$ cat src/rtl/spmx_pkg.sv
// Shared constants, state type and unit handshake type for the splitmix random source.
package spmx_pkg;

   localparam int unsigned WORD_WIDTH     = 64;
   localparam int unsigned HALF_WIDTH     = 32;
   localparam int unsigned SPAN_WIDTH     = 33;
   localparam int unsigned FRAC_WIDTH     = 53;
   localparam int unsigned FRAC_SHIFT     = 11;
   localparam int unsigned CSR_ADDR_WIDTH = 4;

   localparam logic [63:0] GOLDEN_GAMMA = 64'h9e37_79b9_7f4a_7c15;
   localparam logic [63:0] MIX_MUL_A    = 64'hbf58_476d_1ce4_e5b9;
   localparam logic [63:0] MIX_MUL_B    = 64'h94d0_49bb_1331_11eb;
   localparam int unsigned MIX_SHIFT_A  = 30;
   localparam int unsigned MIX_SHIFT_B  = 27;
   localparam int unsigned MIX_SHIFT_C  = 31;

   localparam logic [63:0] SEED_RESET = 64'd1;

   typedef enum logic [1:0] {
      ACT_RAW      = 2'd0,
      ACT_INDEX    = 2'd1,
      ACT_FRACTION = 2'd2,
      ACT_RANGE    = 2'd3
   } action_type;

   typedef enum logic [2:0] {
      ST_IDLE,
      ST_MIX,
      ST_WAIT_A,
      ST_WAIT_B,
      ST_WAIT_DIV,
      ST_RESULT
   } seq_state_type;

   // Start request to an iterative unit and its completion pulse.
   typedef struct packed {
      logic start;
   } unit_cmd_type;

   typedef struct packed {
      logic busy;
      logic done;
   } unit_status_type;

   localparam logic [CSR_ADDR_WIDTH-1:0] CSR_SEED_ADDR = 4'h0;

endpackage

$ cat src/rtl/spmx_mul.sv
// Iterative 64x64 multiplier (low 64 bits) built from one shared 32x32 multiplier.
module spmx_mul (
   input  logic                       clock,
   input  logic                       reset,
   input  spmx_pkg::unit_cmd_type     cmd,
   input  logic [63:0]                op_a,
   input  logic [63:0]                op_b,
   output spmx_pkg::unit_status_type  status,
   output logic [63:0]                product
);

   logic [63:0] a_ff, a_in;
   logic [63:0] b_ff, b_in;
   logic [63:0] prod_ff, prod_in;
   logic [63:0] acc_ff, acc_in;
   logic [1:0]  step_ff, step_in;
   logic        busy_ff, busy_in;
   logic        done_ff, done_in;
   logic [31:0] mul_x;
   logic [31:0] mul_y;

   // Partial products: lo*lo, lo*hi, hi*lo; only the low half of the cross terms matters.
   always_comb begin
      mul_x   = (step_ff == 2'd2) ? a_ff[63:32] : a_ff[31:0];
      mul_y   = (step_ff == 2'd1) ? b_ff[63:32] : b_ff[31:0];
      a_in    = a_ff;
      b_in    = b_ff;
      prod_in = prod_ff;
      acc_in  = acc_ff;
      step_in = step_ff;
      busy_in = busy_ff;
      done_in = 1'b0;
      if (cmd.start) begin
         a_in    = op_a;
         b_in    = op_b;
         step_in = 2'd0;
         busy_in = 1'b1;
      end else if (busy_ff) begin
         prod_in = {32'd0, mul_x} * {32'd0, mul_y};
         step_in = step_ff + 2'd1;
         case (step_ff)
            2'd0: acc_in = acc_ff;
            2'd1: acc_in = prod_ff;
            2'd2: acc_in = acc_ff + {prod_ff[31:0], 32'd0};
            2'd3: begin
               acc_in  = acc_ff + {prod_ff[31:0], 32'd0};
               busy_in = 1'b0;
               done_in = 1'b1;
            end
            default: acc_in = acc_ff;
         endcase
      end
   end

   always_ff @(posedge clock) begin
      if (reset) begin
         busy_ff <= 1'b0;
         done_ff <= 1'b0;
         step_ff <= 2'd0;
      end else begin
         busy_ff <= busy_in;
         done_ff <= done_in;
         step_ff <= step_in;
      end
   end

   always_ff @(posedge clock) begin
      a_ff    <= a_in;
      b_ff    <= b_in;
      prod_ff <= prod_in;
      acc_ff  <= acc_in;
   end

   assign status.busy = busy_ff;
   assign status.done = done_ff;
   assign product     = acc_ff;

endmodule

$ cat src/rtl/spmx_div.sv
// Radix-2 restoring remainder unit: 64-bit dividend modulo a 33-bit divisor.
module spmx_div (
   input  logic                       clock,
   input  logic                       reset,
   input  spmx_pkg::unit_cmd_type     cmd,
   input  logic [63:0]                dividend,
   input  logic [32:0]                divisor,
   output spmx_pkg::unit_status_type  status,
   output logic [32:0]                remainder
);

   logic [63:0] quo_ff, quo_in;
   logic [32:0] rem_ff, rem_in;
   logic [32:0] div_ff, div_in;
   logic [5:0]  cnt_ff, cnt_in;
   logic        busy_ff, busy_in;
   logic        done_ff, done_in;
   logic [33:0] shifted;
   logic [33:0] diff;

   always_comb begin
      shifted = {rem_ff, quo_ff[63]};
      diff    = shifted - {1'b0, div_ff};
      quo_in  = quo_ff;
      rem_in  = rem_ff;
      div_in  = div_ff;
      cnt_in  = cnt_ff;
      busy_in = busy_ff;
      done_in = 1'b0;
      if (cmd.start) begin
         quo_in  = dividend;
         rem_in  = '0;
         div_in  = divisor;
         cnt_in  = '1;
         busy_in = 1'b1;
      end else if (busy_ff) begin
         // Keep the partial remainder below the divisor: subtract when it fits.
         rem_in = diff[33] ? shifted[32:0] : diff[32:0];
         quo_in = {quo_ff[62:0], 1'b0};
         cnt_in = cnt_ff - 6'd1;
         if (cnt_ff == 6'd0) begin
            busy_in = 1'b0;
            done_in = 1'b1;
         end
      end
   end

   always_ff @(posedge clock) begin
      if (reset) begin
         busy_ff <= 1'b0;
         done_ff <= 1'b0;
         cnt_ff  <= '0;
      end else begin
         busy_ff <= busy_in;
         done_ff <= done_in;
         cnt_ff  <= cnt_in;
      end
   end

   always_ff @(posedge clock) begin
      quo_ff <= quo_in;
      rem_ff <= rem_in;
      div_ff <= div_in;
   end

   assign status.busy = busy_ff;
   assign status.done = done_ff;
   assign remainder   = rem_ff;

endmodule

$ cat src/rtl/splitmix_random_source.sv
// Top level of the splitmix random source: sequencer, generator state, CSR port and result register.
//
// A 64-bit splitmix64 generator. Each request on the req_ channel advances the state
// once (add the golden gamma, xor-shift/multiply twice, final xor-shift) and returns
// one result transfer on the rsp_ channel: the raw word, the word modulo bound_n, the
// top 53 bits as a fraction, or range_low plus the word modulo the 33-bit span. Fields
// that do not belong to the requested action read zero. An index request with a zero
// bound, and a range request with range_low >= range_high, answer without advancing.
// The block takes one request at a time. Both multiplications run on a single
// shared 32x32 multiplier, three partial products each; index and range requests
// then go through the bit-serial remainder unit (one dividend bit per cycle). The
// degenerate cases go straight to the result state without the multiplier. While a
// finished result waits in the output register the next request can already be taken.
// The seed register sits at byte address 0 of the CSR port (64-bit data); writing it
// reloads the state, with zero loaded as one. Write it only while the block is idle.
module splitmix_random_source (
   input  logic                                 clock,
   input  logic                                 reset,
   // request channel
   input  logic                                 req_valid,
   output logic                                 req_stall,
   input  logic [1:0]                           req_action,
   input  logic [31:0]                          req_bound_n,
   input  logic signed [31:0]                   req_range_low,
   input  logic signed [31:0]                   req_range_high,
   // result channel
   output logic                                 rsp_valid,
   input  logic                                 rsp_stall,
   output logic [63:0]                          rsp_random_word,
   output logic [31:0]                          rsp_index_value,
   output logic [52:0]                          rsp_fraction,
   output logic signed [31:0]                   rsp_range_value,
   // CSR port
   input  logic                                 csr_psel,
   input  logic                                 csr_penable,
   input  logic                                 csr_pwrite,
   input  logic [spmx_pkg::CSR_ADDR_WIDTH-1:0]  csr_paddr,
   input  logic [63:0]                          csr_pwdata,
   output logic [63:0]                          csr_prdata,
   output logic                                 csr_pready
);

   spmx_pkg::seq_state_type state_ff, state_in;

   // control registers
   logic        rsp_valid_ff, rsp_valid_in;
   logic [63:0] seed_ff, seed_in;
   logic [63:0] gen_ff, gen_in;

   // job and pending result registers
   logic [1:0]  action_ff, action_in;
   logic [31:0] bound_ff, bound_in;
   logic [31:0] low_ff, low_in;
   logic [32:0] span_ff, span_in;
   logic [63:0] res_word_ff, res_word_in;
   logic [31:0] res_index_ff, res_index_in;
   logic [52:0] res_frac_ff, res_frac_in;
   logic [31:0] res_range_ff, res_range_in;

   // output register
   logic [63:0] out_word_ff, out_word_in;
   logic [31:0] out_index_ff, out_index_in;
   logic [52:0] out_frac_ff, out_frac_in;
   logic [31:0] out_range_ff, out_range_in;

   // shared units
   spmx_pkg::unit_cmd_type    mul_cmd;
   spmx_pkg::unit_status_type mul_status;
   logic [63:0]               mul_a;
   logic [63:0]               mul_b;
   logic [63:0]               mul_p;
   spmx_pkg::unit_cmd_type    div_cmd;
   spmx_pkg::unit_status_type div_status;
   logic [63:0]               div_dividend;
   logic [32:0]               div_divisor;
   logic [32:0]               div_rem;

   logic        req_xfer;
   logic        rsp_xfer;
   logic        csr_write;
   logic [63:0] gamma_sum;
   logic [63:0] mixed_word;
   logic [32:0] req_span;

   spmx_mul u_mul (
      .clock   (clock),
      .reset   (reset),
      .cmd     (mul_cmd),
      .op_a    (mul_a),
      .op_b    (mul_b),
      .status  (mul_status),
      .product (mul_p)
   );

   spmx_div u_div (
      .clock     (clock),
      .reset     (reset),
      .cmd       (div_cmd),
      .dividend  (div_dividend),
      .divisor   (div_divisor),
      .status    (div_status),
      .remainder (div_rem)
   );

   assign req_stall = (state_ff != spmx_pkg::ST_IDLE);
   assign req_xfer  = req_valid && !req_stall;
   assign rsp_xfer  = rsp_valid_ff && !rsp_stall;

   // Register at index 0 decodes on the index bit of the byte address (8-byte slots).
   assign csr_pready = 1'b1;
   assign csr_write  = csr_psel && csr_penable && csr_pwrite &&
                       (csr_paddr[spmx_pkg::CSR_ADDR_WIDTH-1] == 1'b0);
   assign csr_prdata = (csr_paddr[spmx_pkg::CSR_ADDR_WIDTH-1] == 1'b0) ? seed_ff : 64'd0;

   assign gamma_sum  = gen_ff + spmx_pkg::GOLDEN_GAMMA;
   assign mixed_word = mul_p ^ (mul_p >> spmx_pkg::MIX_SHIFT_C);
   // Span at 33 bits so that the full signed range never wraps.
   assign req_span   = {req_range_high[31], req_range_high} -
                       {req_range_low[31], req_range_low} + 33'd1;

   always_comb begin
      state_in     = state_ff;
      rsp_valid_in = rsp_valid_ff;
      seed_in      = seed_ff;
      gen_in       = gen_ff;
      action_in    = action_ff;
      bound_in     = bound_ff;
      low_in       = low_ff;
      span_in      = span_ff;
      res_word_in  = res_word_ff;
      res_index_in = res_index_ff;
      res_frac_in  = res_frac_ff;
      res_range_in = res_range_ff;
      out_word_in  = out_word_ff;
      out_index_in = out_index_ff;
      out_frac_in  = out_frac_ff;
      out_range_in = out_range_ff;
      mul_cmd.start = 1'b0;
      mul_a         = gamma_sum ^ (gamma_sum >> spmx_pkg::MIX_SHIFT_A);
      mul_b         = spmx_pkg::MIX_MUL_A;
      div_cmd.start = 1'b0;
      div_dividend  = mixed_word;
      div_divisor   = (action_ff == spmx_pkg::ACT_INDEX) ? {1'b0, bound_ff} : span_ff;

      // drop the result once the consumer takes it
      if (rsp_xfer) begin
         rsp_valid_in = 1'b0;
      end

      case (state_ff)
         spmx_pkg::ST_IDLE: begin
            if (req_xfer) begin
               action_in    = req_action;
               bound_in     = req_bound_n;
               low_in       = req_range_low;
               span_in      = req_span;
               res_word_in  = '0;
               res_index_in = '0;
               res_frac_in  = '0;
               res_range_in = '0;
               state_in     = spmx_pkg::ST_MIX;
               // degenerate requests skip to the result and hold the state
               if (req_action == spmx_pkg::ACT_INDEX && req_bound_n == 32'd0) begin
                  state_in = spmx_pkg::ST_RESULT;
               end else if (req_action == spmx_pkg::ACT_RANGE &&
                            req_range_low >= req_range_high) begin
                  res_range_in = req_range_low;
                  state_in     = spmx_pkg::ST_RESULT;
               end
            end
         end
         spmx_pkg::ST_MIX: begin
            mul_cmd.start = 1'b1;
            state_in      = spmx_pkg::ST_WAIT_A;
         end
         spmx_pkg::ST_WAIT_A: begin
            mul_a = mul_p ^ (mul_p >> spmx_pkg::MIX_SHIFT_B);
            mul_b = spmx_pkg::MIX_MUL_B;
            if (mul_status.done) begin
               mul_cmd.start = 1'b1;
               state_in      = spmx_pkg::ST_WAIT_B;
            end
         end
         spmx_pkg::ST_WAIT_B: begin
            if (mul_status.done) begin
               gen_in = mixed_word;
               case (action_ff)
                  spmx_pkg::ACT_RAW: begin
                     res_word_in = mixed_word;
                     state_in    = spmx_pkg::ST_RESULT;
                  end
                  spmx_pkg::ACT_FRACTION: begin
                     res_frac_in = mixed_word[63:spmx_pkg::FRAC_SHIFT];
                     state_in    = spmx_pkg::ST_RESULT;
                  end
                  default: begin
                     div_cmd.start = 1'b1;
                     state_in      = spmx_pkg::ST_WAIT_DIV;
                  end
               endcase
            end
         end
         spmx_pkg::ST_WAIT_DIV: begin
            if (div_status.done) begin
               if (action_ff == spmx_pkg::ACT_INDEX) begin
                  res_index_in = div_rem[31:0];
               end else begin
                  res_range_in = low_ff + div_rem[31:0];
               end
               state_in = spmx_pkg::ST_RESULT;
            end
         end
         spmx_pkg::ST_RESULT: begin
            // advance into the output register once it is free or being emptied
            if (!rsp_valid_ff || !rsp_stall) begin
               out_word_in  = res_word_ff;
               out_index_in = res_index_ff;
               out_frac_in  = res_frac_ff;
               out_range_in = res_range_ff;
               rsp_valid_in = 1'b1;
               state_in     = spmx_pkg::ST_IDLE;
            end
         end
         default: begin
            state_in = spmx_pkg::ST_IDLE;
         end
      endcase

      // seed write reloads the generator; zero becomes one
      if (csr_write) begin
         seed_in = csr_pwdata;
         gen_in  = (csr_pwdata == 64'd0) ? 64'd1 : csr_pwdata;
      end
   end

   always_ff @(posedge clock) begin
      if (reset) begin
         state_ff     <= spmx_pkg::ST_IDLE;
         rsp_valid_ff <= 1'b0;
         seed_ff      <= spmx_pkg::SEED_RESET;
         gen_ff       <= spmx_pkg::SEED_RESET;
      end else begin
         state_ff     <= state_in;
         rsp_valid_ff <= rsp_valid_in;
         seed_ff      <= seed_in;
         gen_ff       <= gen_in;
      end
   end

   always_ff @(posedge clock) begin
      action_ff    <= action_in;
      bound_ff     <= bound_in;
      low_ff       <= low_in;
      span_ff      <= span_in;
      res_word_ff  <= res_word_in;
      res_index_ff <= res_index_in;
      res_frac_ff  <= res_frac_in;
      res_range_ff <= res_range_in;
      out_word_ff  <= out_word_in;
      out_index_ff <= out_index_in;
      out_frac_ff  <= out_frac_in;
      out_range_ff <= out_range_in;
   end

   assign rsp_valid       = rsp_valid_ff;
   assign rsp_random_word = out_word_ff;
   assign rsp_index_value = out_index_ff;
   assign rsp_fraction    = out_frac_ff;
   assign rsp_range_value = out_range_ff;

endmodule

$ cat config.mk
export PLATFORM = sky130hd
export DESIGN_NAME = splitmix_random_source
export DESIGN_NICKNAME = d
export VERILOG_FILES = /design/src/rtl/spmx_pkg.sv /design/src/rtl/spmx_mul.sv /design/src/rtl/spmx_div.sv /design/src/rtl/splitmix_random_source.sv
export SDC_FILE = /design/constraint.sdc
export NUM_CORES = 2
export LEC_CHECK = 0
export BUFFER_PORTS_ARGS = -buffer_cell sky130_fd_sc_hd__buf_2
export CAP_MARGIN = 20
export CORE_AREA = 2 2 368 370
export DETAILED_ROUTE_END_ITERATION = 7
export DIE_AREA = 0 0 370 372
export HOLD_SLACK_MARGIN = 0.02
export PLACE_DENSITY = 0.84
export RECOVER_POWER = 50
export SLEW_MARGIN = 20
export SYNTH_ARGS = -nofsm -noshare
export SYNTH_HDL_FRONTEND = slang
export SYNTH_HIERARCHICAL = 1
export SYNTH_SLANG_ARGS = --single-unit
$ cat constraint.sdc
create_clock -name clock -period 17.2 [get_ports clock]
set_input_delay 1.72 -clock clock [delete_from_list [all_inputs] [get_ports clock]]
set_output_delay 1.72 -clock clock [all_outputs]
set_load 0.01 [all_outputs]
==> impl_results.rst <==
.. list-table::
   :header-rows: 1

   * - Metric
     - Value
   * - Run status
     - finished, violations left
   * - Failing checks
     - DRC, capacitance limit, slew limit
   * - Antenna violations before repair
     - 8
   * - Via count of the first global-routing pass
     - 60700
   * - Nets
     - 9518
   * - Post-DRT Antenna Nets
     - 0
   * - Most common cell after layout, fill and taps aside
     - sky130_fd_sc_hd__inv_1
   * - Clock skew after layout
     - 0.104 ns
   * - Global Route Usage Sum
     - 36.9%
   * - Total die area
     - 0.138 mm2
   * - Routability Congestion
     - 1.00
   * - Aggregate routed wire length
     - 255000 um
   * - Layout Utilization
     - 64.9%
   * - Post-CTS Hold Buffers
     - 0
   * - Clock transition at the registers of the reported paths
     - 0.06 ns
   * - Post-synthesis cell area
     - 0.0796 mm2
   * - Horizontal die dimension
     - 370 um
   * - Site Rows
     - 135
   * - IO Port Bufs
     - 416
   * - Fraction of layout cells with a size suffix above 1
     - 10.5%
   * - Latest clock arrival within the worst-skew pair
     - 0.77 ns
   * - Total via count after detailed routing
     - 61400
   * - Most frequent cells in the layout
     - sky130_fd_sc_hd__inv_1, sky130_fd_sc_hd__nand2_1, sky130_fd_sc_hd__fa_1, sky130_fd_sc_hd__nor2_1, sky130_fd_sc_hd__edfxtp_1
   * - Die Ht
     - 372 um
   * - Final Slew Violations
     - 945
   * - Family with the most delay on the worst path
     - adder cells
   * - Kind of critical path
     - reg2reg
   * - Data required time at the worst endpoint
     - 17.65 ns
   * - Category of the worst setup path capture point
     - flop
   * - DR iter-0 viols
     - 7779
   * - Unrepaired setup endpoints after global routing
     - false
   * - Clock tree from TritonCTS
     - yes
   * - Depth of the worst register-to-register path
     - 26
   * - Total congestion overflow
     - 0
   * - Transition time at the pin with the least slew margin
     - 4.27 ns
   * - Starting density of the core
     - 59.3%
   * - Core box area
     - 0.134 mm2
   * - Kind of launch point of the worst setup path
     - flop
   * - Data arrival time of the critical path
     - 11.62 ns
   * - Path length in cells of the critical path
     - 26
   * - Hpwl dp
     - 190000 um
   * - Minimum clock period after layout
     - 11.17 ns
   * - Maximum number of pins on one net before global-route repair
     - 112
   * - Mean area per synthesized cell
     - 10.4 um2
   * - Path category of the worst min-delay check
     - reg2reg
   * - Cell chosen for the clock root
     - sky130_fd_sc_hd__clkbuf_16
   * - Worst relative slew slack
     - -184%
   * - Clock buffer count from CTS
     - 96
   * - Count of max-cap constraint violations
     - 19
   * - Wire length of the first global-routing pass
     - 374000 um
   * - Slowest cell on crit path
     - sky130_fd_sc_hd__ha_1
   * - Pre-Repair DR Iteration Count
     - 8
   * - Buffers from clock root to sink, at most
     - 3
   * - Post-synthesis instance total
     - 7676
   * - Worst path bufs/invs
     - 6
   * - Via-to-Cell Ratio
     - 6.23
   * - # clock sinks
     - 991
   * - Setup-violating endpoint count in the final report
     - 0
   * - Post-cts repair resize count
     - 0
   * - Setup total negative slack
     - 0 ns
   * - # DRC
     - 1
   * - Count of yosys warnings during synthesis
     - 6
   * - Final-layout fill cell count
     - 10100
   * - Count of buffers added by post-CTS timing repair for setup
     - 0
   * - Final critical-path share of the clock period
     - 64.9%
   * - Total number of H-tree levels
     - 3
   * - Maximum fanout along the worst path
     - 34
   * - Number of cells on the worst hold path
     - 0
   * - Minimum hold slack
     - 0.393 ns
   * - Max Clock Freq
     - 89.5 MHz
   * - WL per Instance
     - 25.9 um
   * - Cell mode on critical path
     - sky130_fd_sc_hd__fa_1
   * - Area delta synth->final
     - 9.40%
   * - Longest individual stage delay on the worst path
     - 1.57 ns
   * - IO Count
     - 421
   * - Final number of hold-violating endpoints
     - 0
-- worst reg2reg max path, stage by stage, from the launching register on --
cell,delay [ns]
sky130_fd_sc_hd__dfxtp_1,0.39
sky130_fd_sc_hd__inv_1,0.13
sky130_fd_sc_hd__ha_1,1.57
sky130_fd_sc_hd__buf_4,0.79
sky130_fd_sc_hd__mux2i_4,1.05
sky130_fd_sc_hd__nor2_1,0.19
sky130_fd_sc_hd__fa_1,0.58
sky130_fd_sc_hd__inv_1,0.06
sky130_fd_sc_hd__fa_1,0.52
sky130_fd_sc_hd__fa_1,0.55
sky130_fd_sc_hd__inv_1,0.05
sky130_fd_sc_hd__fa_1,0.49
sky130_fd_sc_hd__inv_1,0.05
sky130_fd_sc_hd__fa_1,0.53
sky130_fd_sc_hd__inv_1,0.06
sky130_fd_sc_hd__fa_1,0.38
sky130_fd_sc_hd__fa_1,0.59
sky130_fd_sc_hd__fa_1,0.44
sky130_fd_sc_hd__ha_1,0.44
sky130_fd_sc_hd__a21oi_1,0.17
sky130_fd_sc_hd__o21bai_1,0.20
sky130_fd_sc_hd__a21oi_1,0.14
sky130_fd_sc_hd__o31ai_1,0.67
sky130_fd_sc_hd__o21ai_1,0.20
sky130_fd_sc_hd__a21oi_1,0.35
sky130_fd_sc_hd__a31oi_1,0.15
sky130_fd_sc_hd__xnor2_1,0.15
-- final cells by class --
| class | instances | area [um2] | area share [%] |
|---|---|---|---|
| Clock buffer | 121 | 2580 | 2.96 |
| Sequential cell | 991 | 28000 | 32.1 |
| Timing Repair Buffer | 520 | 2720 | 3.13 |
| Antenna cell | 12 | 30.0 | 0.0345 |
| Tap cell | 1781 | 2230 | 2.56 |
| Multi-Input combinational cell | 5311 | 46900 | 53.8 |
| Inverter | 1064 | 3990 | 4.58 |
| Clock inverter | 58 | 707 | 0.811 |
-- sequential cells by signal, summed over array words and instances (netlist names), 33 cells and up --
name,flops
u_mul/b_ff,64
u_mul/prod_ff,64
u_div/div_ff,33
span_ff,33
gen_ff,64
seed_ff,64
u_div/remainder,33
res_word_ff,64
res_frac_ff,53
rsp_random_word,64
u_mul/a_ff,64
u_div/quo_ff,64
u_mul/product,64
rsp_fraction,53
-- layer usage --
metal	GRT usage, %	routed length [um]	vias up
li1	-	-	25900
met1	45.6	89200	30100
met2	57.3	115000	4256
met3	10.7	31800	1086
met4	23.0	19000	8
met5	0	56	-
-- worst paths after layout --
path / from / endpoint / slack (ns)
hold reg to reg: res_index_ff[15]$_SDFFCE_PN0P_ / rsp_index_value[15]$_DFFE_PP_ / 0.39
setup reg to reg: u_mul/step_ff[0]$_SDFFE_PP0P_ / u_mul/prod_ff[46]$_DFFE_PP_ / 6.03
setup / recovery: u_mul/step_ff[0]$_SDFFE_PP0P_ / u_mul/prod_ff[46]$_DFFE_PP_ / 6.03
hold / removal: res_index_ff[15]$_SDFFCE_PN0P_ / rsp_index_value[15]$_DFFE_PP_ / 0.39
-- through the flow --
stage | area, um2 | std cells | setup WS, ns
after global routing | 87100 | 9848 | 5.81
after floorplan | 79800 | 7708 | 3.98
final | 87100 | 9858 | 6.03
after global placement | 84000 | 9666 | 7.46
after detailed placement | 84000 | 9666 | 7.34
after CTS | 87300 | 9845 | 7.28
Power is left out: the tool's default activity adds up to more than one toggle a clock period on the data nets, which glitch-free logic cannot reach.
